<file path="config.mk">
export PLATFORM = sky130hd
export DESIGN_NAME = prd_ram
export DESIGN_NICKNAME = d
export VERILOG_FILES = /design/src/rtl/prd_ram.sv
export SDC_FILE = /design/constraint.sdc
export NUM_CORES = 1
export LEC_CHECK = 0
export BUFFER_PORTS_ARGS = -buffer_cell sky130_fd_sc_hd__buf_2
export CAP_MARGIN = 30
export CELL_PAD_IN_SITES_DETAIL_PLACEMENT = 0
export CELL_PAD_IN_SITES_GLOBAL_PLACEMENT = 2
export CORE_UTILIZATION = 43
export DETAILED_ROUTE_END_ITERATION = 7
export PLACE_DENSITY = 0.79
export SETUP_SLACK_MARGIN = 0.2
export SLEW_MARGIN = 20
export SYNTH_ARGS = -nofsm -noshare
export SYNTH_HDL_FRONTEND = slang
export SYNTH_SLANG_ARGS = --single-unit
</file>
<file path="constraint.sdc">
create_clock -name clk -period 1.7 [get_ports clk]
set_input_delay 0.085 -clock clk [delete_from_list [all_inputs] [get_ports clk]]
set_output_delay 0.085 -clock clk [all_outputs]
set_load 0.01 [all_outputs]
</file>
<file path="src/rtl/prd_ram.sv">
// ----------------------------------------------------------------------------
// prd_ram: generic single-port-write, single-port-read RAM
// One write and one read per cycle; read data registered.
// ----------------------------------------------------------------------------
module prd_ram #(
	parameter int WIDTH = 8,
	parameter int DEPTH = 16
) (
	input  logic                     clk,
	input  logic                     we,
	input  logic [$clog2(DEPTH)-1:0] waddr,
	input  logic [WIDTH-1:0]         wdata,
	input  logic                     re,
	input  logic [$clog2(DEPTH)-1:0] raddr,
	output logic [WIDTH-1:0]         rdata
);

	logic [WIDTH-1:0] mem [DEPTH];

	// Write port
	always_ff @(posedge clk) begin
		if (we) begin
			mem[waddr] <= wdata;
		end
	end

	// Registered read; data holds while no read is issued
	always_ff @(posedge clk) begin
		if (re) begin
			rdata <= mem[raddr];
		end
	end

endmodule

</file>
Word-level counts from Yosys, hierarchy flattened:

Memories as Yosys holds them, arrays and structs flattened. A register that Yosys moved wholly into a read port is not among the register bits.
Index checks and enable logic that the tools add are counted.
W data, S select, Z words.

* bits in registers: 0
* RAM bits: 128
* output and inout port bits: 8
* word-level logic and storage cells: 3
* memories kept: 1

* multiplexer cells: 2

Memories
* mem: depth 16, width 8, rd ports 1, clocked after Yosys merged registers in 1, wr ports 1, RTL line 18 `logic [WIDTH-1:0] mem [DEPTH];`

Operator list (number)
* $mux W1: 2

Logic depth before layout (Yosys ltp):

* depth in word-level cells: 2
* mapped depth: 5
* gate-level depth less buffers: 3

Least setup slack after synthesis:

Ideal clock, no wire load.

* path kind: input to register
* start point: input port waddr[2]
* end point: memory mem[0][0], enable pin
* data arrival time: 1.195 ns
* setup time: 0.383 ns
* stages: 2
* slack: 0.122 ns
* data required time: 1.317 ns
* path through: or3b_2 -> nor3_1

RTL lines
* from (decl): RTL line 11 `input logic [$clog2(DEPTH)-1:0] waddr,`
* to (decl): RTL line 18

Straight into the memory's write port.

==> run metrics <==
effective utilization at floorplan 0.450; top cells by area, synth edfxtp_1 (78%), mux4_2 (7.8%), mux4_1 (7.0%); cell at the slowest stage of the critical path mux4_1; PD cells 1220 nW/um^2; share of the synthesized area in the top cell type 0.781; worst r2r src mem[8][4]$_DFFE_PP_; Root Buffer clkbuf_16; flop-to-flop setup slack 250 ps; Longest Clk Path Bufs 2; sequential cell area around 4000 um^2; IO buf count 26; Peak Freq 0.689 GHz; global-route wire length before repair around 15000 um; CP required 1850 ps; Worst setup EP type flop; synthesized area per cell 22.8 um^2; H-Tree Depth 4; TritonCTS Sinks 136; P&R area growth vs syn 19.8%; RSZ-0062 raised after global routing no; Final Power 0.00761 W; DRC Markers 5; GP Congestion ~0.73; die height between 100 and 150 um; Post-DRT Antenna Nets 0; GRT Total Usage 0.175; Max Clock Skew 6.20 ps; Routed Wire Length ~9800 um; Leak 2.11 nW; most common cell after layout, fill and taps aside edfxtp_1; worst hold path class input port to flop; worst reg2reg path depth 3; via-per-instance ratio 5.56; final clock period utilization by the worst path 0.854; max_cap viols 0; via count 2459; Hold Fails Final Rpt 0; worst slack, placed approximately 1.3 ps; CTS tree built; largest net degree at the start of global routing 17; Yosys warning count 0; Seq/Total Area, Yosys 0.781; run status finished with violations; Fin Setup TNS 0 ps; io pins 27; Hold EP mem[4][4]$_DFFE_PP_; Tmin final 1450 ps; hold path depth 1; layout cells sized above 1 0.348; router iterations before antenna repair 6; worst r2r dst rdata[4]$_DFFE_PP_; WS Path Type flop to flop; Worst-Margin Slew 417 ps; Fillers 903; die area 12600 um^2; final non-filler cell total 442; hold_sp wdata[4]; multi-input logic area 1070 um^2; Distinct cells, synth 18; violations in the final reports design-rule violations; Max stage delay on crit path 520 ps; worst skew pair latency roughly 400 ps; startpoint class of the critical path flop; relative slew slack 0.722; critical path peak fanout 1; row cnt 39; Cell Area, Synth roughly 5200 um^2; Routed WL per cell ~22 um; Placed Cells incl. Taps just over 400; CORE AREA 11600 um^2; most frequent cells in the layout edfxtp_1 (136), buf_2 (26), mux4_2 (20); CP arrival 1600 ps; post-synthesis cell count 229; Max Slew Vio Count 0; Die Width 112 um; total CTS buffers 17; Post-DP HPWL 6460 um; clock-pin slew on the worst setup and hold paths 60 ps; initial antenna violation count 0; Post-Syn Nets 248; gr ovfl total 0; crit path setup slack, layout 249 ps; # setup viols final 0; DR iter-0 viols 208; CP cell instances mux4_1 > a22oi_1 > nand2_1; ANT cells 0; synthesized flop and latch total 136; Yosys top cell by area edfxtp_1; VDD IR max 541 uV; vias in the first global route 2567; # nets final 306
[cell usage after synthesis (all sizes together)]
cell / instances
a22oi: 16
or3b: 1
nand3b: 2
and2: 1
edfxtp: 136
nand2: 9
nor2b: 1
nand2b: 2
mux4: 32
buf: 7
nor2: 13
nor3: 4
nand3: 1
clkdlybuf4s25: 3
and2b: 1
[area by class of cell]
cell class / instances / share of cell area
Clock inverter: 14 / 0.0216
Tap cell: 143 / 0.0286
Clock buffer: 17 / 0.0679
Sequential cell: 136 / 0.652
Timing Repair Buffer: 49 / 0.0583
Multi-Input combinational cell: 83 / 0.172
[routing by layer]
metal | GRT usage | share of wire | vias to the layer above
met2 | 0.272 | 0.49 | 63
met4 | 0.0800 | 0.014 | 0
met3 | 0.0405 | 0.038 | 8
li1 | - | - | 1091
met1 | 0.238 | 0.46 | 1297
met5 | 0 | 0 | -
[logic make-up after synthesis]
group,share of synthesized area
buffers and inverters,0.0165
multiplexers,0.148
AO/OA/AOI/OAI,0.0230
flip-flops,0.781
AND/OR/NAND/NOR,0.0314
[sequential cells by signal, indices dropped and copies added (netlist names)]
register,count
rdata,8
mem,128
[metrics by stage]
| stage | util | hold WS [ps] | cell area, um^2 |
|---|---|---|---|
| final | 0.539 | 58.5 | 6260 |
| after global routing | 0.539 | 45.3 | 6260 |
| after CTS | 0.539 | 42.6 | 6260 |
| after detailed placement | 0.490 | 470 | 5690 |
| after global placement | 0.490 | 471 | 5690 |
| after floorplan | - | 184 | 5230 |
[power by group]
part | internal [W] | switching [W] | total, W
clock | 0.00213 | 0.00131 | 0.00344
combinational | 0.000167 | 0.000212 | 0.000378
sequential | 0.00378 | 0.0000192 | 0.00380
[critical path, delay by kind of cell (launching register included)]
kind,cells,cell delay [ps]
AND/OR/NAND/NOR,1,90
multiplexers,1,520
flip-flops,1,360
AO/OA/AOI/OAI,1,230
[worst max path at each step]
stage,start,endpoint,cells after the start
final,mem[8][4]$_DFFE_PP_,rdata[4]$_DFFE_PP_,3
after global routing,mem[2][7]$_DFFE_PP_,rdata[7]$_DFFE_PP_,3
after CTS,mem[6][3]$_DFFE_PP_,rdata[3]$_DFFE_PP_,3
after detailed placement,raddr[0],rdata[0]$_DFFE_PP_,5
after global placement,raddr[0],rdata[0]$_DFFE_PP_,5
after floorplan,raddr[0],rdata[1]$_DFFE_PP_,5
[what timing repair did]
| item | in CTS | in global routing |
|---|---|---|
| endpoints found under the setup margin | 1 | 5 |
| gates resized for setup | 1 | 5 |
| buffers inserted | 0 | 0 |
| endpoints found under the hold margin | 0 | 0 |
| pin swaps | 0 | 1 |
| hold buffers | 0 | 0 |
| gates cloned | 0 | 0 |
Note: power is estimated with default switching activity, not from simulation.
