$ cat src/rtl/prd_pkg.sv
// ----------------------------------------------------------------------------
// prd_pkg: shared definitions for the phase residue detector
// Widths, register indexes, residue codes and the structs passed between the
// raster sequencer, the loop classifier and the top level.
// ----------------------------------------------------------------------------
package prd_pkg;

	// Sizing of the line store and of the phase fraction
	localparam int MAX_WIDTH  = 1024;
	localparam int PHASE_BITS = 16;

	// Fixed field widths of the channels and the register port
	localparam int PHASE_IN_W = 16;
	localparam int LW_W       = 11;
	localparam int FH_W       = 16;
	localparam int CFG_W      = 16;
	localparam int COL_OUT_W  = 10;
	localparam int ROW_W      = 16;
	localparam int CNT_W      = 26;

	// Derived widths
	localparam int ADDR_W  = $clog2(MAX_WIDTH);
	localparam int LIM_W   = ($clog2(MAX_WIDTH + 1) > LW_W) ? $clog2(MAX_WIDTH + 1) : LW_W;
	localparam int PIX_W   = PHASE_BITS + 1;
	localparam int DIFF_W  = PHASE_BITS + 1;
	localparam int SUM_W   = DIFF_W + 2;

	// Register reset values
	localparam logic [LW_W-1:0] LINE_WIDTH_RESET   = LW_W'(1024);
	localparam logic [FH_W-1:0] FRAME_HEIGHT_RESET = FH_W'(1024);

	typedef enum logic [0:0] {
		REG_LINE_WIDTH   = 1'b0,
		REG_FRAME_HEIGHT = 1'b1
	} reg_index_t;

	typedef enum logic [1:0] {
		CODE_NONE = 2'd0,
		CODE_POS  = 2'd1,
		CODE_NEG  = 2'd2,
		CODE_SKIP = 2'd3
	} code_t;

	// Stored pixel: mask bit above the phase
	typedef struct packed {
		logic                  avoid;
		logic [PHASE_BITS-1:0] phase;
	} pixel_t;

	// Raster position of one request and what it completes
	typedef struct packed {
		logic [ADDR_W-1:0] column;
		logic [ROW_W-1:0]  row;
		logic              window;
		logic              last;
	} raster_t;

endpackage

$ cat src/rtl/prd_raster.sv
// ----------------------------------------------------------------------------
// prd_raster: register file and raster position sequencer
// Holds the frame geometry registers and the column and row counters, and
// flags whether each request completes a window and whether it ends a frame.
// ----------------------------------------------------------------------------
module prd_raster (
	input  logic                        clk,
	input  logic                        arst_n,
	input  logic                        cfg_we,
	input  prd_pkg::reg_index_t         cfg_index,
	input  logic [prd_pkg::CFG_W-1:0]   cfg_data,
	input  logic                        advance,
	output prd_pkg::raster_t            pos
);
	import prd_pkg::*;

	logic [LW_W-1:0]   line_width_q;
	logic [FH_W-1:0]   frame_height_q;
	logic [ADDR_W-1:0] column_q;
	logic [ROW_W-1:0]  row_q;

	logic [LIM_W-1:0]  width_eff;
	logic [FH_W-1:0]   height_eff;
	logic [LIM_W-1:0]  col_inc;
	logic [ROW_W:0]    row_inc;
	logic              col_wrap;
	logic              row_wrap;

	// Take register writes
	always_ff @(posedge clk or negedge arst_n) begin
		if (!arst_n) begin
			line_width_q   <= LINE_WIDTH_RESET;
			frame_height_q <= FRAME_HEIGHT_RESET;
		end else if (cfg_we) begin
			unique case (cfg_index)
				REG_LINE_WIDTH:   line_width_q   <= cfg_data[LW_W-1:0];
				REG_FRAME_HEIGHT: frame_height_q <= cfg_data[FH_W-1:0];
			endcase
		end
	end

	// Clamp the geometry to its usable range
	always_comb begin
		width_eff = LIM_W'(line_width_q);
		priority if (width_eff < LIM_W'(2)) begin
			width_eff = LIM_W'(2);
		end else if (width_eff > LIM_W'(MAX_WIDTH)) begin
			width_eff = LIM_W'(MAX_WIDTH);
		end
		height_eff = frame_height_q;
		if (height_eff < FH_W'(2)) begin
			height_eff = FH_W'(2);
		end
	end

	// Work out wrap conditions of the counters
	assign col_inc  = LIM_W'(column_q) + LIM_W'(1);
	assign row_inc  = (ROW_W + 1)'(row_q) + (ROW_W + 1)'(1);
	assign col_wrap = col_inc >= width_eff;
	assign row_wrap = row_inc >= (ROW_W + 1)'(height_eff);

	// Describe the current request
	always_comb begin
		pos.column = column_q;
		pos.row    = row_q;
		pos.window = (column_q != '0) && (row_q != '0);
		pos.last   = col_wrap && row_wrap;
	end

	// Advance the raster position on each accepted request
	always_ff @(posedge clk or negedge arst_n) begin
		if (!arst_n) begin
			column_q <= '0;
			row_q    <= '0;
		end else if (advance) begin
			if (col_wrap) begin
				column_q <= '0;
				row_q    <= row_wrap ? '0 : row_inc[ROW_W-1:0];
			end else begin
				column_q <= col_inc[ADDR_W-1:0];
			end
		end
	end

endmodule

$ cat config.mk
export PLATFORM = sky130hd
export DESIGN_NAME = prd_raster
export DESIGN_NICKNAME = d
export VERILOG_FILES = /design/src/rtl/prd_pkg.sv /design/src/rtl/prd_raster.sv
export SDC_FILE = /design/constraint.sdc
export NUM_CORES = 1
export LEC_CHECK = 0
export BUFFER_PORTS_ARGS = -buffer_cell sky130_fd_sc_hd__buf_4
export CORE_UTILIZATION = 45
export DETAILED_ROUTE_END_ITERATION = 8
export GPL_TIMING_DRIVEN = 1
export PLACE_DENSITY = 0.7
export SLEW_MARGIN = 20
export SYNTH_ARGS = -nofsm -noshare
export SYNTH_HDL_FRONTEND = slang
export SYNTH_SLANG_ARGS = --single-unit
$ cat constraint.sdc
create_clock -name clk -period 6.5 [get_ports clk]
set_input_delay 1.3 -clock clk [delete_from_list [all_inputs] [get_ports clk]]
set_output_delay 1.3 -clock clk [all_outputs]
set_load 0.005 [all_outputs]
== After elaboration in Yosys (flattened, before gate mapping) ==
Index checks and enable logic that the tools add are counted.
W data, S select, Z words.
Word-level totals
  input port bits: 21
  logic and storage cells: 24
  register bits after elaboration: 53
Cells by class
  mux-type cells: 5
  add/subtract/negate cells: 2
  bitwise operators: 1
  reduce and logical (&&, ||, !) cells: 7
  order comparisons: 5
Operators with widths (count)
  $mux W16: 2
  $mux W11: 2
  $add A16 B1 Y17 const B: 1
  $ge A17 B16 Y1: 1
  $lt A16 B2 Y1 const B: 1
  $reduce_bool A16 Y1: 1
  $add A10 B1 Y11 const B: 1
  $ge A11 B11 Y1: 1
  $gt A11 B11 Y1 const B: 1
  $lt A11 B2 Y1 const B: 1
  $mux W10: 1
  $reduce_bool A10 Y1: 1
  $reduce_and A2 Y1: 3
  $logic_and A1 B1 Y1: 2
  $not A1 Y1: 1

== Depth between registers and ports, before layout ==
Gate-level depths: netlist (run 1).
  depth after elaboration: 5
  mapped depth: 13
  gate-level depth less buffers: 13

== Worst setup path before layout (run 1) ==
No wires, ideal clock.
  kind: register to output
  start: reg row_q[0]
  end: out pos[0] in the netlist's numbering
  cell stages (with the launch flop): 14
  setup slack: 2.519 ns
  arrival: 2.681 ns
  path through: dfrtp_1 ha_1 nand3_4 nor3_4 nand3_2 or3_1 nand2_1 ha_1 a21o_1 a21oi_1 o21a_1 o21ai_2 nor2_1 nor2_1
RTL lines
  start: declaration: line prd_raster.sv:20  | logic [ROW_W-1:0] row_q;
  start signal: assignment: line prd_raster.sv:78  | row_q <= row_wrap ? '0 : row_inc[ROW_W-1:0];
  end: declaration: line prd_raster.sv:13  | output prd_pkg::raster_t pos

==> impl_metrics.toml, run 1 <==
[yosys]
synth_seq_area_share = 0.3811
synth.avg_cell_area_um2 = 9.992
synth_area_um2 = 3487
synth-seq-cells = 53
ys.flop_type = "dfrtp_1"
syn-num-nets = 401
async_flop_share = 1.000
netlist_instances = 349
synth_cell_types = 52
synth-edff-count = 0
ys_warn_count = 0

[setup_path]
critPathTopFamily = "simple AND/OR/NAND/NOR gates"
crit_chain = "ha_1 -> nand3_4 -> nor3_4 -> nand3_2 -> or3_1 -> nand2_1 -> ha_1 -> a21o_1 -> a21oi_1 -> o21a_1 -> o21ai_2 -> nor2_1 -> nor2_1 -> buf_4"
critPathMaxStageDelay_ps = 480
slowest_stage = "dfrtp_1"
critical_path_peak_fanout = 10
crit_buf_inv = 1
critPathRequiredTime_ps = 5200
criticalPathCategory = "reg -> out"
cp.arrival_ps = 3670
critPathLaunchType = "flip-flop"
end_kind = "primary output"

[status]
status = "finished clean"

[power_and_ir_drop]
vdd_drop_max_v = 0.0001082
pwr_density_cell_nw_per_um2 = 228.3
cellLeakagePower_uw = 0.001929

[grt]
grt_max_degree = 54
grt_pass1_wl_um = 13380
grt_overflow = 0
grt_pass1_vias = 2743
grtUsageTotal = 0.2009
antenna_found_initial = 0

[floorplan]
die_h_um = 90.03
die_area_um2 = 8105
die_x_um = 90.03
coreArea_um2 = 7370
pin_count = 49
start_util = 0.4732
rows = 31

[layout]
finalNonFillerCells = 496
layout-drive-gt1-share = 0.2695
area_growth_syn_to_layout_pct = 15.57
final_nets = 448
antenna_cells = 0

[cts]
cts_tree = "built"
cts_made_buffers = 5
cts_setup_buffers = 0
clock_path_buffers = 2
hold_buffers = 0
clkLatencyLatePin_ps = 310
clk_pin_slew_worst_paths_ps = 100
ctsHtreeMaxLevel = 2
cts.sinks = 53
root_buffer = "clkbuf_8"
postCtsResizedCells = 0

[drt]
drc_errors = 0
vias_per_cell = 5.593
dr.first_iter.drc_count = 157
final_antenna_net_count = 0
via_count = 2774
wirelength_um = 7769
wire_per_inst_um = 15.66
dr.pass1.iters = 4

[placed_design]
place_inst = 488
dpl.hpwl_um = 5982
io_buffer_count = 48
place.gp.congestion = 0.8460

[timing]
grt_setup_unrepaired = "false"
fin_skew_ps = 4.677
tightest_slew_ps = 941.9
slew_headroom = 0.3708
post-route-period-util = 0.7639
maxSlewViolCount = 0
finalHoldViolations = 0
fin_setup_tns_ps = 0
layout_min_cycle_time_ps = 4966
setup_violations = 0
timing.fmax_ghz = 0.2014

[hold_path]
hold_path.class = "reg -> reg"

[flow_run]
maxCapViolations = 0
[placed cells by master (no fill, tap or decap), types with 11 or more instances in the layout]
| cell type | instances |
|---|---|
| dfrtp_1 | 51 |
| buf_4 | 49 |
| nand2_1 | 31 |
| ha_1 | 31 |
| mux2_2 | 26 |
| inv_1 | 23 |
| nor2_1 | 16 |
| nand3_1 | 13 |
| xnor2_1 | 12 |
| nor2b_1 | 11 |
| a31o_2 | 11 |
[power by group]
group / internal (uW) / switching, uW
sequential: 375 / 55.9
combinational: 153 / 143
clock: 76.8 / 117
[sequential cells by signal (all words and copies together), names as in the netlist]
signal          count
column_q           10
frame_height_q     16
row_q              16
line_width_q       11
[cell type report]
class                   count  area [um2]
fillers                   686        3339
flip-flops and latches     53        1329
clock inverters             3       21.27
repair buffers             49       367.9
clock buffers               5       68.82
well taps                  99       123.9
inverters                  23       86.33
multi-input cells         264        2033
[cell families after synthesis]
family / Yosys count / share of synthesized area
buffers and inverters: 32 / 0.03588
multiplexers: 27 / 0.08683
flip-flops: 53 / 0.3811
AO/OA/AOI/OAI: 63 / 0.1356
XOR/XNOR: 19 / 0.04772
adder cells (fa/ha/maj): 31 / 0.1112
AND/OR/NAND/NOR: 124 / 0.2017
[worst register-to-register path, delay by kind of cell, from the launching register on]
kind                     cells  cell delay, ps
AND/OR/NAND/NOR              6            1530
AO/OA/AOI/OAI                5             940
adder cells (fa/ha/maj)      2             540
flip-flops                   1             480
[through the flow]
| stage | setup WS [ps] | power, uW | instance area, um2 | utilization | hold WS (ps) |
|---|---|---|---|---|---|
| 2_1_floorplan | 2519 | 622.3 | 3487 | - | 470.6 |
| 3_3_place_gp | 1891 | 722.4 | 3940 | 0.5346 | 496.8 |
| 3_5_place_dp | 1899 | 737.0 | 3940 | 0.5346 | 512.2 |
| 4_1_cts | 1521 | 930.1 | 4030 | 0.5469 | 535.6 |
| 5_1_grt | 1216 | 985.8 | 4030 | 0.5469 | 560.0 |
| 6_report | 1534 | 920.1 | 4030 | 0.5469 | 534.1 |
[cell usage after synthesis, types with 3 or more instances]
| master | number | area [um2] |
|---|---|---|
| a21oi_1 | 9 | 45.04 |
| a221o_1 | 4 | 40.04 |
| a22o_1 | 6 | 52.55 |
| a31o_2 | 11 | 96.34 |
| a31oi_1 | 3 | 18.77 |
| and2_1 | 3 | 18.77 |
| and3_1 | 5 | 31.28 |
| and4_1 | 4 | 35.03 |
| buf_2 | 4 | 20.02 |
| clkbuf_1 | 5 | 18.77 |
| dfrtp_1 | 51 | 1276 |
| ha_1 | 31 | 387.9 |
| inv_1 | 23 | 86.33 |
| mux2_2 | 26 | 292.8 |
| nand2_1 | 31 | 116.4 |
| nand2b_1 | 8 | 50.05 |
| nand3_1 | 13 | 65.06 |
| nand4_1 | 4 | 25.02 |
| nor2_1 | 16 | 60.06 |
| nor2b_1 | 11 | 68.82 |
| nor3_1 | 6 | 30.03 |
| nor4_1 | 9 | 56.30 |
| nor4b_1 | 3 | 26.28 |
| o21ai_0 | 9 | 45.04 |
| o21bai_1 | 4 | 30.03 |
| xnor2_1 | 12 | 105.1 |
| xor2_1 | 7 | 61.31 |
[metal layers]
metal / track usage / vias up / wire length, um / share of wire
met2: 0.3212 / 68 / 3602 / 0.46
met3: 0.03215 / 12 / 388 / 0.050
met1: 0.2828 / 1334 / 3656 / 0.47
met4: 0.05242 / 0 / 122 / 0.016
met5: 0 / - / 0 / 0
li1: - / 1360 / - / -
[final timing paths]
kind                                          startpoint                        endpoint  slack, ps  depth (start not counted)
max reg2reg                         row_q[0]$_DFFE_PN0P_            row_q[7]$_DFFE_PN0P_       2960                         13
min reg2reg                frame_height_q[0]$_DFFE_PN0P_   frame_height_q[0]$_DFFE_PN0P_        530                          1
min in group asynchronous                         arst_n  frame_height_q[15]$_DFFE_PN0P_       1010                          1
max in group asynchronous                         arst_n            row_q[6]$_DFFE_PN0P_       5040                          1
min                        frame_height_q[0]$_DFFE_PN0P_   frame_height_q[0]$_DFFE_PN0P_        530                          1
max                                 row_q[0]$_DFFE_PN0P_                          pos[0]       1530                         14
Power figures use the tool's default switching activity.
==> run 2: changes to the inputs <==
==> constraint.sdc (replaced) <==
create_clock -name clk -period 5.2 [get_ports clk]
set_input_delay 1.04 -clock clk [delete_from_list [all_inputs] [get_ports clk]]
set_output_delay 1.04 -clock clk [all_outputs]
set_load 0.005 [all_outputs]
==> run 2 against run 1 <==
Net effect: worst hold slack got worse by 2.1 ps; combinational power increased by 27%; critical path depth unchanged; cell count increased by 0.20%; sequential share of layout area about the same; sequential cell count unchanged; largest cell class unchanged.
==> impl_metrics.toml, run 2 (synthesis gave the netlist of run 1 again) <==
[status]
status = "finished clean"

[layout]
mostFrequentLayoutCells = "dfrtp_1, buf_4, nand2_1, ha_1, mux2_2"
layout_commonest_cell = "dfrtp_1"
layout-drive-gt1-share = 0.2714
finalNonFillerCells = 497
finalInstanceArea_um2 = 4034
top_regs = "frame_height_q (16), row_q (16), line_width_q (11)"
final_nets = 449
area_growth_syn_to_layout_pct = 15.68
antenna_cells = 0
final_util = 0.5474

[setup_path]
critical_path_peak_fanout = 10
r2r_end = "row_q[11]$_DFFE_PN0P_"
critPathRequiredTime_ps = 4160
end_kind = "primary output"
reg2reg_slack_ps = 1320
r2r_cells = 12
critPathTopFamily = "simple AND/OR/NAND/NOR gates"
cp.arrival_ps = 3530
cp-startpoint = "row_q[0]$_DFFE_PN0P_"
path_depth = 14
critPathLaunchType = "flip-flop"
critPathMaxStageDelay_ps = 480
regToRegStartpoint = "line_width_q[5]$_DFFE_PN0P_"
slowest_stage = "dfrtp_1"
crit_chain = "ha_1 -> nand3_4 -> nor3_4 -> nand3_2 -> or3_1 -> nand2_1 -> ha_1 -> a21o_1 -> a21oi_1 -> o21a_1 -> o21ai_2 -> nor2_1 -> nor2_1 -> buf_4"
criticalPathCategory = "reg -> out"
crit_buf_inv = 1

[floorplan]
start_util = 0.4732
die_area_um2 = 8105
coreArea_um2 = 7370
pin_count = 49
die_x_um = 90.03
die_h_um = 90.03
rows = 31

[drt]
dr.first_iter.drc_count = 142
via_count = 2767
dr.pass1.iters = 5
vias_per_cell = 5.567
final_antenna_net_count = 0
wire_per_inst_um = 15.91
wirelength_um = 7905
drc_errors = 0

[timing]
tightest_slew_ps = 972.9
layout_min_cycle_time_ps = 4570
timing.fmax_ghz = 0.2188
maxSlewViolCount = 0
fin_skew_ps = 10.76
setup_violations = 0
slew_headroom = 0.3494
finalHoldViolations = 0
grt_setup_unrepaired = "false"
post-route-period-util = 0.8788
fin_setup_tns_ps = 0
holdWs_ps = 532.0

[flow_run]
maxCapViolations = 0

[cts]
clkLatencyLatePin_ps = 300
clk_pin_slew_worst_paths_ps = 100
hold_buffers = 0
cts.sinks = 53
postCtsResizedCells = 0
cts_tree = "built"
root_buffer = "clkbuf_8"
cts_made_buffers = 5
ctsHtreeMaxLevel = 2
clock_path_buffers = 2
cts_setup_buffers = 0

[hold_path]
hold_path.class = "reg -> reg"
whs_path_depth = 1
min_from = "frame_height_q[0]$_DFFE_PN0P_"
holdPathEnd = "frame_height_q[0]$_DFFE_PN0P_"

[placed_design]
dpl.hpwl_um = 6037
placedInstanceArea_um2 = 3948
place_inst = 489
io_buffer_count = 48
place.gp.congestion = 0.8543

[power_and_ir_drop]
cellLeakagePower_uw = 0.001933
vdd_drop_max_v = 0.0001542
pwr_density_cell_nw_per_um2 = 283.9

[grt]
grt_pass1_wl_um = 13270
grtUsageTotal = 0.2016
grt_max_degree = 54
grt_pass1_vias = 2738
grt_overflow = 0
antenna_found_initial = 0
run 2: cell count changes in the layout (fill, tap and decap cells not counted):
cell,previous run,this run
inv_6,1,0
clkinv_2,1,2
buf_4,49,50
run 2: where the power goes:
group / switching [uW] / total, uW / internal (uW) / leakage, uW
Clock: 138 / 232 / 93.4 / 0.0000439
Sequential: 69.6 / 538 / 469 / 0.000654
Combinational: 183 / 375 / 193 / 0.00123
run 2: metal layers:
metal / track usage / part of all wire / vias up / wire length (um)
met5: 0 / 0 / - / 0
met2: 0.3193 / 0.45 / 81 / 3572
met4: 0.05108 / 0.013 / 0 / 100
met1: 0.2890 / 0.49 / 1314 / 3875
met3: 0.02961 / 0.045 / 8 / 357
li1: - / - / 1364 / -
run 2: layout make-up:
| class | instances | area (um2) |
|---|---|---|
| fillers | 706 | 3336 |
| repair buffers | 50 | 375.4 |
| flip-flops and latches | 53 | 1329 |
| well taps | 99 | 123.9 |
| multi-input cells | 264 | 2033 |
| clock inverters | 3 | 17.52 |
| inverters | 23 | 86.33 |
| clock buffers | 5 | 68.82 |
run 2: worst max path at each step:
stage	endpoint	slack, ps
after floorplan	pos[0]	1480
after global placement	pos[0]	1120
after detailed placement	pos[0]	1020
after CTS	pos[0]	660
after global routing	pos[0]	370
final	pos[0]	630
run 2: metrics by stage:
step           total power (uW)  setup WS, ps
3_3_place_gp              908.2          1119
2_1_floorplan             777.8          1479
5_1_grt                    1236         366.7
4_1_cts                    1160         664.0
6_report                   1145         630.0
3_5_place_dp              924.0          1018
==> run 3: changes to the inputs <==
--- a/config.mk
+++ b/config.mk
@@ -10,6 +10,7 @@
 export DETAILED_ROUTE_END_ITERATION = 8
 export GPL_TIMING_DRIVEN = 1
 export PLACE_DENSITY = 0.7
+export RECOVER_POWER = 25
 export SLEW_MARGIN = 20
 export SYNTH_ARGS = -nofsm -noshare
 export SYNTH_HDL_FRONTEND = slang
==> run 3 against run 2 <==
Net effect: the flow now finishes with violations (max-capacitance violations, max-slew violations); utilization shrank 0.051 points; via count shrank 0.43%; power is essentially flat; worst hold slack is essentially flat; fmax grew 0.27%; sequential cell count is the same; first-iteration DRC count shrank 0.70%; die area is the same; highest routed layer unchanged.
==> impl_metrics.toml, run 3 (synthesis gave the netlist of run 1 again) <==
[power_and_ir_drop]
pwr_density_cell_nw_per_um2 = 284.0
vdd_drop_max_v = 0.0001542
cellLeakagePower_uw = 0.001929

[layout]
top_regs = "frame_height_q (16), row_q (16), line_width_q (11)"
final_nets = 449
layout-drive-gt1-share = 0.2688
final_util = 0.5469
mostFrequentLayoutCells = "dfrtp_1, buf_4, nand2_1, ha_1, mux2_2"
layout_commonest_cell = "dfrtp_1"
area_growth_syn_to_layout_pct = 15.57
antenna_cells = 0

[grt]
grt_overflow = 0
grt_max_degree = 54
grt_pass1_vias = 2738
grt_pass1_wl_um = 13270
antenna_found_initial = 0
grtUsageTotal = 0.2016

[floorplan]
start_util = 0.4732
die_x_um = 90.03
pin_count = 49
coreArea_um2 = 7370
rows = 31
die_area_um2 = 8105
die_h_um = 90.03

[timing]
maxSlewViolCount = 54
tightest_slew_ps = 2844
post-route-period-util = 0.8765
finalHoldViolations = 0
slew_headroom = -0.8963
grt_setup_unrepaired = "false"
timing.fmax_ghz = 0.2194
layout_min_cycle_time_ps = 4558
layout_setup_ws_ps = 642.2
setup_violations = 0
holdWs_ps = 531.7
fin_skew_ps = 11.00
fin_setup_tns_ps = 0

[cts]
root_buffer = "clkbuf_8"
clk_pin_slew_worst_paths_ps = 100
cts_tree = "built"
cts_setup_buffers = 0
cts_made_buffers = 5
clock_path_buffers = 2
clkLatencyLatePin_ps = 300
postCtsResizedCells = 0
ctsHtreeMaxLevel = 2
hold_buffers = 0
cts.sinks = 53

[setup_path]
end_kind = "primary output"
cp.arrival_ps = 3520
critPathLaunchType = "flip-flop"
critPathRequiredTime_ps = 4160
critical_path_peak_fanout = 10
criticalPathCategory = "reg -> out"

[drt]
drc_errors = 0
wirelength_um = 7911
final_antenna_net_count = 0
wire_per_inst_um = 15.92
via_count = 2755
dr.first_iter.drc_count = 141
vias_per_cell = 5.543
dr.pass1.iters = 4

[hold_path]
hold_path.class = "reg -> reg"

[placed_design]
dp_worst_setup_slack_ps = 1018
io_buffer_count = 48
dpl.hpwl_um = 6037
place.gp.congestion = 0.8543

[status]
status = "finished with violations"
violations = "max-capacitance violations, max-slew violations"

[flow_run]
maxCapViolations = 1
==> run 3: layer usage <==
metal	track usage	part of all wire	vias to the layer above	routed length (um)
met5	0	0	-	0
met1	0.2890	0.49	1318	3914
met4	0.05108	0.010	0	82
li1	-	-	1364	-
met3	0.02961	0.039	6	306
met2	0.3193	0.46	67	3608
==> run 3: power by group <==
group / internal [uW] / switching, uW
Clock: 93.4 / 137
Sequential: 469 / 69.9
Combinational: 192 / 183
==> run 3: final cells by class <==
type | count | area, um2
Fill cell | 708 | 3339
Tap cell | 99 | 123.9
Sequential cell | 53 | 1329
Timing Repair Buffer | 50 | 371.6
Clock inverter | 3 | 17.52
Inverter | 23 | 86.33
Clock buffer | 5 | 68.82
Multi-Input combinational cell | 264 | 2033
==> run 3: stage by stage <==
step / cells / power (uW) / cell area (um2)
after global routing: 497 / 1235 / 4030
after global placement: 489 / 908.2 / 3948
after floorplan: 349 / 777.8 / 3487
after detailed placement: 489 / 924.0 / 3948
final: 497 / 1145 / 4030
after CTS: 497 / 1160 / 4034
==> run 3: worst max-delay path: stages, from the launching register on <==
cell and delay, ps:
dfrtp_1 480, ha_1 290, nand3_4 120, nor3_4 300
nand3_2 160, or3_1 400, nand2_1 80, ha_1 230
a21o_1 150, a21oi_1 130, o21a_1 200, o21ai_2 190
nor2_1 270, nor2_1 80, buf_4 140
==> run 3: final timing paths <==
check | start | endpoint | slack [ps] | cells past startpoint
setup / recovery | row_q[0]$_DFFE_PN0P_ | pos[0] | 640 | 14
hold / removal | frame_height_q[0]$_DFFE_PN0P_ | frame_height_q[0]$_DFFE_PN0P_ | 530 | 1
setup reg to reg | line_width_q[5]$_DFFE_PN0P_ | row_q[11]$_DFFE_PN0P_ | 1340 | 12
hold reg to reg | frame_height_q[0]$_DFFE_PN0P_ | frame_height_q[0]$_DFFE_PN0P_ | 530 | 1
max in group asynchronous | arst_n | column_q[3]$_DFFE_PN0P_ | 1950 | 1
min in group asynchronous | arst_n | row_q[11]$_DFFE_PN0P_ | 1640 | 1
