--- src/rtl/prd_pkg.sv ---
// ----------------------------------------------------------------------------
// prd_pkg: shared definitions for the phase residue detector
// Widths, register indexes, residue codes and the structs passed between the
// raster sequencer, the loop classifier and the top level.
// ----------------------------------------------------------------------------
package prd_pkg;

	// Sizing of the line store and of the phase fraction
	localparam int MAX_WIDTH  = 1024;
	localparam int PHASE_BITS = 16;

	// Fixed field widths of the channels and the register port
	localparam int PHASE_IN_W = 16;
	localparam int LW_W       = 11;
	localparam int FH_W       = 16;
	localparam int CFG_W      = 16;
	localparam int COL_OUT_W  = 10;
	localparam int ROW_W      = 16;
	localparam int CNT_W      = 26;

	// Derived widths
	localparam int ADDR_W  = $clog2(MAX_WIDTH);
	localparam int LIM_W   = ($clog2(MAX_WIDTH + 1) > LW_W) ? $clog2(MAX_WIDTH + 1) : LW_W;
	localparam int PIX_W   = PHASE_BITS + 1;
	localparam int DIFF_W  = PHASE_BITS + 1;
	localparam int SUM_W   = DIFF_W + 2;

	// Register reset values
	localparam logic [LW_W-1:0] LINE_WIDTH_RESET   = LW_W'(1024);
	localparam logic [FH_W-1:0] FRAME_HEIGHT_RESET = FH_W'(1024);

	typedef enum logic [0:0] {
		REG_LINE_WIDTH   = 1'b0,
		REG_FRAME_HEIGHT = 1'b1
	} reg_index_t;

	typedef enum logic [1:0] {
		CODE_NONE = 2'd0,
		CODE_POS  = 2'd1,
		CODE_NEG  = 2'd2,
		CODE_SKIP = 2'd3
	} code_t;

	// Stored pixel: mask bit above the phase
	typedef struct packed {
		logic                  avoid;
		logic [PHASE_BITS-1:0] phase;
	} pixel_t;

	// Raster position of one request and what it completes
	typedef struct packed {
		logic [ADDR_W-1:0] column;
		logic [ROW_W-1:0]  row;
		logic              window;
		logic              last;
	} raster_t;

endpackage

--- src/rtl/prd_classify.sv ---
// ----------------------------------------------------------------------------
// prd_classify: 2x2 loop residue classifier
// Sums the four wrapped phase differences around a window and turns the
// whole-cycle result into a residue code; masked corners skip the window.
// ----------------------------------------------------------------------------
module prd_classify (
	input  prd_pkg::pixel_t upper_left,
	input  prd_pkg::pixel_t up,
	input  prd_pkg::pixel_t cur,
	input  prd_pkg::pixel_t left,
	output prd_pkg::code_t  code
);
	import prd_pkg::*;

	localparam logic signed [PHASE_BITS+1:0] FULL = {2'b01, {PHASE_BITS{1'b0}}};
	localparam logic signed [PHASE_BITS+1:0] HALF = {3'b001, {(PHASE_BITS-1){1'b0}}};

	// Difference of two phases folded into half a cycle either way
	function automatic logic signed [DIFF_W-1:0] wrap_diff(
		input logic [PHASE_BITS-1:0] a,
		input logic [PHASE_BITS-1:0] b
	);
		logic signed [PHASE_BITS+1:0] raw;
		logic signed [PHASE_BITS+1:0] folded;
		raw = $signed({2'b00, a}) - $signed({2'b00, b});
		if (raw > HALF) begin
			folded = raw - FULL;
		end else if (raw < -HALF) begin
			folded = raw + FULL;
		end else begin
			folded = raw;
		end
		return $signed(folded[DIFF_W-1:0]);
	endfunction

	logic signed [DIFF_W-1:0] d_top;
	logic signed [DIFF_W-1:0] d_right;
	logic signed [DIFF_W-1:0] d_bottom;
	logic signed [DIFF_W-1:0] d_left;
	logic signed [SUM_W-1:0]  loop_sum;
	logic                     masked;

	// Walk the loop clockwise from the top-left corner
	assign d_top    = wrap_diff(up.phase, upper_left.phase);
	assign d_right  = wrap_diff(cur.phase, up.phase);
	assign d_bottom = wrap_diff(left.phase, cur.phase);
	assign d_left   = wrap_diff(upper_left.phase, left.phase);

	assign loop_sum = SUM_W'(d_top) + SUM_W'(d_right) + SUM_W'(d_bottom) + SUM_W'(d_left);
	assign masked   = upper_left.avoid | up.avoid | cur.avoid | left.avoid;

	// Classify by sign of the loop sum
	always_comb begin
		priority if (masked) begin
			code = CODE_SKIP;
		end else if (loop_sum > SUM_W'(0)) begin
			code = CODE_POS;
		end else if (loop_sum < SUM_W'(0)) begin
			code = CODE_NEG;
		end else begin
			code = CODE_NONE;
		end
	end

endmodule

--- config.mk ---
export PLATFORM = sky130hd
export DESIGN_NAME = prd_classify
export DESIGN_NICKNAME = d
export VERILOG_FILES = /design/src/rtl/prd_pkg.sv /design/src/rtl/prd_classify.sv
export SDC_FILE = /design/constraint.sdc
export NUM_CORES = 1
export LEC_CHECK = 0
export ABC_CLOCK_PERIOD_IN_PS = 8000
export BUFFER_PORTS_ARGS = -buffer_cell sky130_fd_sc_hd__buf_2
export CAP_MARGIN = 20
export CELL_PAD_IN_SITES_DETAIL_PLACEMENT = 0
export CELL_PAD_IN_SITES_GLOBAL_PLACEMENT = 1
export CORE_UTILIZATION = 49
export DETAILED_ROUTE_END_ITERATION = 8
export GPL_ROUTABILITY_DRIVEN = 0
export PLACE_DENSITY_LB_ADDON = 0.1
export SYNTH_ARGS = -nofsm -noshare
export SYNTH_HDL_FRONTEND = slang
export SYNTH_SLANG_ARGS = --single-unit
--- constraint.sdc ---
create_clock -name vclk -period 8
set_input_delay 0.4 -clock vclk [all_inputs]
set_output_delay 0.4 -clock vclk [all_outputs]
set_load 0.05 [all_outputs]
-- Word-level counts from Yosys, hierarchy flattened
Cells that the tools add are included.
- register bits: 0
- logic and storage cells: 39
- input port bits: 68
- add/subtract/negate cells: 15
- order comparisons: 10
- multiplexer cells: 11
- bitwise operators: 3
- operators by type and width (cell ; number):
    17-bit 2-to-1 mux ; 8
    17-bit adder (second input constant) ; 4
    17-bit greater-than comparator (second input constant) ; 4
    17-bit by 16-bit < comparator with 1-bit output (second input constant) ; 4
    16-bit by 16-bit subtractor with 17-bit output ; 4
    17-bit subtractor (second input constant) ; 4
    18-bit by 17-bit adder with 19-bit output ; 1
    19-bit by 17-bit adder with 19-bit output ; 1
    19-bit by 1-bit greater-than comparator with 1-bit output (second input constant) ; 1
    19-bit by 1-bit < comparator with 1-bit output (second input constant) ; 1
    17-bit by 17-bit adder with 18-bit output ; 1
    2-bit 2-to-1 mux ; 3
    1-bit OR ; 3

-- Logic depth before layout (Yosys ltp)
Gate-level depths: netlist (run 1).
- depth in word-level cells: 11
- gate-level depth with buffers: 25
- mapped depth without buffers: 24

-- Worst setup path before layout (run 1)
Ideal clock, no wire load.
- path kind: in2out
- from: in left[0] (netlist bit)
- to: out code[0]
- data arrival time: 5.657 ns
- buffers on the path: 1
- path slack: 1.943 ns
- stages on the path: 25
- cells stage by stage: inv_1 > ha_1 > inv_1 > fa_1 > a211oi_1 > nor2_1 > o31a_1 > o22ai_1 > o21bai_1 > a21oi_1 > xnor2_1 > fa_1 > inv_1 > fa_1 > inv_1 > ha_1 > clkbuf_1 > a21oi_1 > inv_1 > a2111oi_1 > nor4_1 > or3_1 > a21oi_1 > mux2i_1 > a21oi_1
- word-level cells in the longest chain between the ends: 9
- elaborated cells on any way between the ends: 19
- classes of those cells: 8 x add/sub; 5 x order compare; 6 x mux
- ends and longest elaborated chain (item ; RTL line ; RTL):
    start: declaration ; prd_classify.sv:10 ; input prd_pkg::pixel_t left,
    16-bit by 16-bit subtractor with 17-bit output ; prd_classify.sv:25 ; raw = $signed({2'b00, a}) - $signed({2'b00, b});
    17-bit adder or 17-bit by 16-bit < comparator with 1-bit output (tied branches) ; prd_classify.sv:29, prd_classify.sv:28 ;
    17-bit 2-to-1 mux ; prd_classify.sv:28 ; end else if (raw < -HALF) begin
    17-bit 2-to-1 mux ; prd_classify.sv:26 ; if (raw > HALF) begin
    18-bit by 17-bit adder with 19-bit output ; prd_classify.sv:49 ; assign loop_sum = SUM_W'(d_top) + SUM_W'(d_right) + SUM_W'(d_bottom) + SUM_W'(d_left);
    19-bit by 17-bit adder with 19-bit output * ; prd_classify.sv:49 ;
    19-bit by 1-bit greater-than comparator with 1-bit output * ; prd_classify.sv:56 ; end else if (loop_sum > SUM_W'(0)) begin
    2-bit 2-to-1 mux * ; prd_classify.sv:56 ;
    2-bit 2-to-1 mux * ; prd_classify.sv:54 ; priority if (masked) begin
    end: declaration ; prd_classify.sv:11 ; output prd_pkg::code_t code
Mark *: on every way between the ends. The rest lies on a longest branch, timed or not.

-- Worst setup path in the final report (run 1)
- from: in cur[0] (netlist bit)
- to: out code[0]
- word-level cells in the longest chain between the ends: 10
- elaborated cells on any way between the ends: 20
- classes of those cells: 9 x add/sub; 5 x order compare; 6 x mux
- ends and longest elaborated chain (item ; RTL line ; RTL):
    start: declaration ; prd_classify.sv:9 ; input prd_pkg::pixel_t cur,
    16-bit by 16-bit subtractor with 17-bit output ; prd_classify.sv:25 ;
    17-bit adder or 17-bit by 16-bit < comparator with 1-bit output (tied branches) ; prd_classify.sv:29, prd_classify.sv:28 ;
    17-bit 2-to-1 mux ; prd_classify.sv:28 ;
    17-bit 2-to-1 mux ; prd_classify.sv:26 ;
    17-bit by 17-bit adder with 18-bit output ; prd_classify.sv:49 ;
    18-bit by 17-bit adder with 19-bit output * ; prd_classify.sv:49 ;
    19-bit by 17-bit adder with 19-bit output * ; prd_classify.sv:49 ;
    19-bit by 1-bit greater-than comparator with 1-bit output * ; prd_classify.sv:56 ;
    2-bit 2-to-1 mux * ; prd_classify.sv:56 ;
    2-bit 2-to-1 mux * ; prd_classify.sv:54 ;
Marked as above.

==> flow_summary.json, run 1 <==
{
  "worst_slew_pin_slew_ns": 0.8173,
  "grt.overflow.total": 0,
  "yosys.area.top_type_share": 0.2092,
  "drc": 0,
  "fmax_mhz": 145.2,
  "first_pass_iters": 5,
  "nFillCells": 975,
  "outcome": "complete, no violations",
  "end_kind": "output port",
  "vias": 5081,
  "cts.repair.resized": 0,
  "cp_top_family": "compound AO/OA/AOI/OAI gates",
  "finalSetupViolCount": 0,
  "cp.required_ns": 7.60,
  "synthCells": 673,
  "syn2layout_area_growth_pct": 9.722,
  "cp.arrival_ns": 6.49,
  "crit_start": "cur[0]",
  "avgRoutedWirePerCell_um": 16.00,
  "slowest_delay_ns": 0.54,
  "internal_power_uw": 746.2,
  "switching_share": 0.5810,
  "finalHoldViolations": 0,
  "start_util": 0.5130,
  "grt_usage": 0.2536,
  "port_buffers": 70,
  "slew_viol_final": 0,
  "fin_cells": 870,
  "final_nets": 930,
  "dp_hpwl_um": 12540,
  "multi_input_area_mm2": 0.004626,
  "synth_fp_nets": 864,
  "yosys.area.top_type": "ha_1",
  "viasPerCell": 5.840,
  "nFlopsAndLatches": 0,
  "cp_max_fo": 5,
  "core_mm2": 0.009910,
  "ys_types": 69,
  "slowest_stage": "o41ai_1",
  "seqPwrFrac": 0,
  "dieArea_mm2": 0.01079,
  "crit_buf_inv": 5,
  "stdcell_area_mm2": 0.005578,
  "final_cell_mix": "116 x inv_1, 85 x ha_1, 70 x buf_2, 47 x a21oi_1, 44 x nor2_1",
  "ant_nets": 0,
  "synth_area_mm2": 0.005084,
  "relSlewSlack": 0.4501,
  "diodes": 0,
  "io_pins": 70,
  "hp-class": "primary input to output port",
  "mostFrequentLayoutCell": "inv_1",
  "cp-start-kind": "primary input",
  "placed_cells": 870,
  "period_share": 0.8611,
  "post_cts_buffers": 0,
  "power.switching_mw": 1.035,
  "p_clk_frac": 0,
  "p_leak_nw": 2.775,
  "rsz0062_at_grt": "false",
  "cts_hold_buf": 0,
  "drt_iter0_drc": 359,
  "holdCritStartpoint": "cur[16]",
  "setup_tns_ns": 0,
  "drive_gt1_frac": 0.1221,
  "irDropWorstVdd_mv": 0.2328,
  "die_x_um": 103.9,
  "ys_top_cells_by_area": "ha_1 21%, fa_1 15%, inv_1 8.6%",
  "drv_cap": 0,
  "pwr-share-comb": 1.000,
  "grt_pass1_wl_um": 22450,
  "critical_path_class": "primary input to output port",
  "die_y_um": 103.9,
  "drt_wl_total_um": 13920,
  "antenna_found_initial": 0,
  "synth-seq-area-share": 0,
  "grt_pass1_vias": 4689,
  "clkbuf_count": 0,
  "syn-mean-instance-area_um2": 7.554,
  "final-seq-area_um2": 0,
  "rows": 36,
  "postPlaceCellArea_mm2": 0.005578,
  "power_density_mw_per_mm2": 319.3,
  "grt_max_degree": 10,
  "layout_min_cycle_time_ns": 6.889,
  "ys.warnings.count": 0
}
-- cell usage after synthesis (7+ instances only) --
cell type and count:
o21ai_0 38, o31a_1 7, nand2b_1 11, o21a_1 22, a21o_1 15, xnor2_1 30, nor2_1 44, fa_1 38
nand2_1 32, ha_1 85, a21oi_1 47, nor3_1 13, o31ai_1 8, xor2_1 19, nor2b_1 7, inv_1 116
a211oi_1 14
-- cell families after synthesis --
group,share of synthesized area
AO/OA/AOI/OAI,0.2983
AND/OR/NAND/NOR,0.1602
adder cells (fa/ha/maj),0.3588
buffers and inverters,0.09008
XOR/XNOR,0.08442
multiplexers,0.008122
-- layer usage --
| metal | global-route usage | up-vias | wire (um) |
|---|---|---|---|
| li1 | - | 2534 | - |
| met1 | 0.3662 | 2343 | 6820 |
| met2 | 0.4229 | 179 | 6044 |
| met3 | 0.008772 | 25 | 733 |
| met4 | 0.04796 | 0 | 324 |
| met5 | 0 | - | 0 |
-- worst min-delay path, cell delays in order --
cell and delay, ns:
buf_2 0.08, nor4_1 0.09, nand2_1 0.09, mux2_2 0.14, buf_2 0.25
-- power groups by stage --
| stage | clock network, mW | logic, mW | registers, mW |
|---|---|---|---|
| 2_1_floorplan | 0 | 1.37 | 0 |
| 3_3_place_gp | 0 | 1.74 | 0 |
| 3_5_place_dp | 0 | 1.75 | 0 |
| 4_1_cts | 0 | 1.77 | 0 |
| 5_1_grt | 0 | 1.98 | 0 |
| 6_report | 0 | 1.78 | 0 |
-- worst paths after layout --
check	cells past startpoint	slack [ns]	end
worst min-delay path	5	1.43	code[1]
worst max-delay path	25	1.11	code[0]
-- stage by stage --
stage               power (mW)  setup slack [ns]  hold slack, ns  utilization
floorplan                1.370             1.943           1.212            -
global placement         1.738             1.370           1.428       0.5629
detailed placement       1.753             1.188           1.443       0.5629
CTS                      1.765             1.152           1.443       0.5629
global route             1.983            0.6609           1.449       0.5629
finish                   1.781             1.111           1.435       0.5629
-- layout make-up --
cell class,instances,share of cell area
repair buffers,70,0.06281
multi-input cells,551,0.8293
inverters,116,0.07806
well taps,133,0.02983
(Power assumes the default switching activity.)
==> run 2, diff against run 1 <==
--- a/config.mk
+++ b/config.mk
@@ -6,12 +6,12 @@
 export NUM_CORES = 1
 export LEC_CHECK = 0
 export ABC_CLOCK_PERIOD_IN_PS = 8000
-export BUFFER_PORTS_ARGS = -buffer_cell sky130_fd_sc_hd__buf_2
 export CAP_MARGIN = 20
 export CELL_PAD_IN_SITES_DETAIL_PLACEMENT = 0
 export CELL_PAD_IN_SITES_GLOBAL_PLACEMENT = 1
-export CORE_UTILIZATION = 49
+export CORE_UTILIZATION = 54
 export DETAILED_ROUTE_END_ITERATION = 8
+export DONT_BUFFER_PORTS = 1
 export GPL_ROUTABILITY_DRIVEN = 0
 export PLACE_DENSITY_LB_ADDON = 0.1
 export SYNTH_ARGS = -nofsm -noshare
==> run 2 against run 1 <==
Effect of this change:
- fmax grew 3.5%
- non-clock buffer count shrank 69
- total power fell by 1.7%
- routed wire length is 1.8% lower
- count of clock-buffer cells in the layout did not move
- final cell count down 10%
- design area fell by 6.6%
- flip-flop and latch count stayed put
- global-route usage is 2.6 points higher
- core utilization is 0.34 points higher
- combinational power barely moved
- sequential share of layout area unchanged
- critical endpoint unchanged
==> flow_summary.json, run 2 (same netlist as run 1, synthesis figures left out) <==
{
  "grt_max_degree": 10,
  "final_cell_mix": "116 x inv_1, 85 x ha_1, 47 x a21oi_1, 44 x nor2_1",
  "diodes": 0,
  "rsz0062_at_grt": "false",
  "start_util": 0.5528,
  "post_cts_buffers": 0,
  "drive_gt1_frac": 0.03144,
  "antenna_found_initial": 0,
  "outcome": "complete, no violations",
  "slew_viol_final": 0,
  "finalHoldViolations": 0,
  "critical_path_class": "primary input to output port",
  "die_y_um": 99.03,
  "power_density_mw_per_mm2": 336.4,
  "die_x_um": 99.03,
  "nFlopsAndLatches": 0,
  "cp_max_fo": 5,
  "rows": 35,
  "final-seq-area_um2": 0,
  "core_mm2": 0.009196,
  "avgRoutedWirePerCell_um": 17.56,
  "cp.arrival_ns": 6.25,
  "path_cells": "inv_1, ha_1, fa_1, nand2b_1, a211oi_1, o21ai_1, o21a_1, o21a_1, xor2_1, nand4bb_1, o41ai_1, fa_1, inv_1, fa_1, ha_1, inv_1, a22oi_1, nand3_1, a2111oi_0, o2111ai_1, a2111oi_0, and4_1, a21oi_1, buf_4",
  "finalSetupViolCount": 0,
  "p_leak_nw": 2.507,
  "irDropWorstVdd_mv": 0.1759,
  "dieArea_mm2": 0.009806,
  "hold_end": "code[1]",
  "drt_wl_total_um": 13680,
  "end_kind": "output port",
  "drv_cap": 0,
  "cp.required_ns": 7.60,
  "slowest_delay_ns": 0.48,
  "crit_buf_inv": 4,
  "holdCritStartpoint": "cur[16]",
  "grt.overflow.total": 0,
  "p_total_mw": 1.752,
  "mostFrequentLayoutCell": "inv_1",
  "fmax_mhz": 150.3,
  "grt_pass1_wl_um": 21810,
  "drt_iter0_drc": 292,
  "relSlewSlack": 0.4758,
  "hp-class": "primary input to output port",
  "cp-start-kind": "primary input",
  "nFillCells": 881,
  "cts.repair.resized": 0,
  "clkbuf_count": 0,
  "ant_nets": 0,
  "slowest_stage": "fa_1",
  "cts_hold_buf": 0,
  "period_share": 0.8316,
  "grt_usage": 0.2794,
  "final_nets": 861,
  "viasPerCell": 6.144,
  "syn2layout_area_growth_pct": 2.437,
  "cp_top_family": "compound AO/OA/AOI/OAI gates",
  "first_pass_iters": 5,
  "vias": 4786,
  "drc": 0,
  "io_pins": 70,
  "hold_path_depth": 3,
  "layout_min_cycle_time_ns": 6.653,
  "port_buffers": 0,
  "grt_pass1_vias": 4647,
  "setup_tns_ns": 0,
  "dp_hpwl_um": 12320,
  "worst_slew_pin_slew_ns": 0.7791
}
[run 2: cell count changes in the layout (fill, tap and decap cells not counted), sizes merged]
cell	before	now
buf	70	1
[run 2: metal layers]
metal | vias up | GRT usage | routed length (um)
li1 | 2398 | - | -
met3 | 19 | 0.01986 | 706
met4 | 0 | 0.07463 | 418
met1 | 2234 | 0.3911 | 6453
met5 | - | 0 | 0
met2 | 135 | 0.4637 | 6098
[run 2: worst min-delay path, stage by stage]
cell and delay [ns]:
nor4_1 0.07, nand2_1 0.09, mux2_2 0.32
[run 2: final cells by class]
cell class / instances / area, um2 / area share
inverter: 116 / 435.4 / 0.08361
multi-input combinational: 551 / 4626 / 0.8883
tap: 111 / 138.9 / 0.02667
timing repair buffer: 1 / 7.507 / 0.001442
[run 2: worst max-delay path by stage]
stage,startpoint,to,slack [ns],cells after the start
6_report,cur[0],code[0],1.35,24
4_1_cts,cur[0],code[0],1.45,24
3_3_place_gp,cur[0],code[0],1.60,24
3_5_place_dp,cur[0],code[0],1.48,24
5_1_grt,cur[0],code[0],0.92,24
2_1_floorplan,left[0],code[0],1.94,25
[run 2: per-stage QoR]
| stage | instance area, um2 | hold WS, ns | setup slack (ns) | utilization | std cells |
|---|---|---|---|---|---|
| final | 5207 | 1.286 | 1.347 | 0.5663 | 779 |
| after floorplan | 5084 | 1.212 | 1.943 | - | 673 |
| after global routing | 5207 | 1.313 | 0.9229 | 0.5663 | 779 |
| after CTS | 5207 | 1.295 | 1.453 | 0.5663 | 779 |
| after global placement | 5207 | 1.281 | 1.600 | 0.5663 | 779 |
| after detailed placement | 5207 | 1.289 | 1.480 | 0.5663 | 779 |
[run 2: power breakdown]
group          switching, mW  internal, mW  leakage [nW]  total [mW]
logic                   1.02         0.734          2.51        1.75
registers                  0             0             0           0
clock network              0             0             0           0
total                   1.02         0.734          2.51        1.75
==> run 3, diff against run 2 <==
--- a/config.mk
+++ b/config.mk
@@ -5,11 +5,11 @@
 export SDC_FILE = /design/constraint.sdc
 export NUM_CORES = 1
 export LEC_CHECK = 0
-export ABC_CLOCK_PERIOD_IN_PS = 8000
+export ABC_CLOCK_PERIOD_IN_PS = 5680
 export CAP_MARGIN = 20
 export CELL_PAD_IN_SITES_DETAIL_PLACEMENT = 0
 export CELL_PAD_IN_SITES_GLOBAL_PLACEMENT = 1
-export CORE_UTILIZATION = 54
+export CORE_UTILIZATION = 45
 export DETAILED_ROUTE_END_ITERATION = 8
 export DONT_BUFFER_PORTS = 1
 export GPL_ROUTABILITY_DRIVEN = 0
==> constraint.sdc (replaced) <==
create_clock -name vclk -period 5.68
set_input_delay 0.284 -clock vclk [all_inputs]
set_output_delay 0.284 -clock vclk [all_outputs]
set_load 0.05 [all_outputs]
==> run 3 against run 2 <==
Effect of this change:
- the flow now finishes with violations (negative setup slack)
- core utilization rose by 2.7 points
- die area rose by 20%
- final cell count is 17% higher
- combinational power increased by 90%
- sequential share of layout area unchanged
- setup slack got worse by 1.4 ns
- flip-flop and latch count is the same
- critical path depth shrank 3
- via count rose by 8.0%
- global-route usage decreased by 0.86 points
- critical path type unchanged
==> flow_summary.json, run 3 (same netlist as run 1, synthesis figures left out) <==
{
  "outcome": "finished, violations left",
  "violations": "negative setup slack",
  "fmax_mhz": 175.9,
  "rows": 38,
  "final_nets": 963,
  "dieArea_mm2": 0.01173,
  "drt_wl_total_um": 15670,
  "layout_min_cycle_time_ns": 5.685,
  "pwr-share-comb": 1.000,
  "internal_power_mw": 1.580,
  "crit_start": "cur[1]",
  "critical_path_class": "primary input to output port",
  "dr_wl_met2_um": 7299,
  "grt.overflow.total": 0,
  "grt_usage": 0.2707,
  "fin_cells": 910,
  "dr_wl_met3_um": 832,
  "antenna_found_initial": 0,
  "final_cell_mix": "108 x inv_1, 100 x buf_4, 78 x ha_1, 43 x nor2_1, 39 x a21oi_1",
  "worst_slew_pin_slew_ns": 0.6947,
  "diodes": 0,
  "start_util": 0.4649,
  "p_leak_nw": 3.124,
  "cp_top_family": "compound AO/OA/AOI/OAI gates",
  "core_mm2": 0.01094,
  "finalHoldViolations": 0,
  "cp.required_ns": 5.40,
  "port_buffers": 0,
  "grt_max_degree": 10,
  "rsz0062_at_grt": "true",
  "drv_cap": 0,
  "syn2layout_area_growth_pct": 27.71,
  "drc": 0,
  "end_kind": "output port",
  "hp-class": "primary input to output port",
  "path_cells": "clkinvlp_4, ha_4, nor2b_4, o31a_1, o31a_1, o22a_1, xnor2_2, nand4_1, or4_4, o41ai_4, fa_1, inv_2, fa_1, ha_4, buf_6, o22ai_4, a2111oi_2, o2111ai_1, a2111oi_0, and4_2, a21oi_4",
  "cp-endpoint": "code[0]",
  "irDropWorstVdd_mv": 0.3447,
  "viasPerCell": 5.678,
  "grt_pass1_wl_um": 25170,
  "relSlewSlack": 0.5326,
  "io_pins": 70,
  "power_density_mw_per_mm2": 511.8,
  "power.switching_mw": 1.743,
  "die_x_um": 108.3,
  "slew_viol_final": 0,
  "whs_ns": 0.9819,
  "seqPwrFrac": 0,
  "drt_iter0_drc": 261,
  "final-seq-area_um2": 0,
  "nFlopsAndLatches": 0,
  "mostFrequentLayoutCell": "inv_1",
  "slowest_delay_ns": 0.48,
  "first_pass_iters": 5,
  "p_total_mw": 3.323,
  "die_y_um": 108.3,
  "placed_cells": 903,
  "m1WireLength_um": 7249,
  "switching_share": 0.5247,
  "crit_buf_inv": 3,
  "routed.top_layer": "met4",
  "cp-start-kind": "primary input",
  "avgRoutedWirePerCell_um": 17.22,
  "finalSetupViolCount": 1,
  "ant_nets": 0,
  "clkbuf_count": 0,
  "vias": 5167,
  "cp_max_fo": 4,
  "dp_hpwl_um": 13640,
  "cp.depth": 21,
  "p_clk_frac": 0,
  "fin_ws_ns": -0.005435,
  "grt_pass1_vias": 5215,
  "cp.arrival_ns": 5.40,
  "slowest_stage": "fa_1",
  "period_share": 1.001,
  "drive_gt1_frac": 0.2442
}
-- run 3: worst min path at each step --
stage | startpoint | to | slack [ns] | cells past startpoint
floorplan | cur[16] | code[1] | 0.98 | 3
global placement | cur[16] | code[1] | 1.04 | 3
detailed placement | cur[16] | code[1] | 1.06 | 3
CTS | cur[16] | code[1] | 0.99 | 3
global route | cur[16] | code[1] | 1.0 | 3
finish | cur[16] | code[1] | 0.98 | 3
-- run 3: stage by stage --
| stage | setup TNS, ns | util | cell area, um2 | setup WS, ns |
|---|---|---|---|---|
| 2_1_floorplan | 0 | - | 5087 | 0.03691 |
| 3_3_place_gp | -0.6087 | 0.5451 | 5961 | -0.3401 |
| 3_5_place_dp | -0.9130 | 0.5451 | 5961 | -0.5177 |
| 4_1_cts | -0.1755 | 0.5682 | 6213 | -0.1755 |
| 5_1_grt | -0.1938 | 0.5937 | 6492 | -0.1938 |
| 6_report | -0.005435 | 0.5937 | 6492 | -0.005435 |
-- run 3: tightest hold or removal path, stage by stage --
cell and delay, ns:
nor4_1 0.07, nand2_1 0.09, mux2_4 0.25
-- run 3: cell type report --
cell class	count	area [um2]
multi-input cells	551	5076
fillers	1038	4443
repair buffers	103	784.5
inverters	116	456.7
well taps	140	175.2
-- run 3: power groups by stage --
| stage | clock [mW] | combinational [mW] | sequential (mW) |
|---|---|---|---|
| after global routing | 0 | 3.71 | 0 |
| after detailed placement | 0 | 2.93 | 0 |
| after global placement | 0 | 2.91 | 0 |
| after CTS | 0 | 3.08 | 0 |
| final | 0 | 3.32 | 0 |
| after floorplan | 0 | 1.94 | 0 |
-- run 3: repair_timing --
action                     4_1_cts  5_1_grt
hold endpoints to repair         0        0
gates cloned                     0        0
setup buffers                    6        3
resized for setup               42       56
hold buffers                     0        0
pin swaps                       33       28
setup endpoints to repair        2        2
-- run 3: metal layers --
| metal | GRT usage | up-vias |
|---|---|---|
| met2 | 0.4663 | 128 |
| met5 | 0 | - |
| met1 | 0.3639 | 2432 |
| met3 | 0.03797 | 14 |
| met4 | 0.04247 | 0 |
| li1 | - | 2593 |
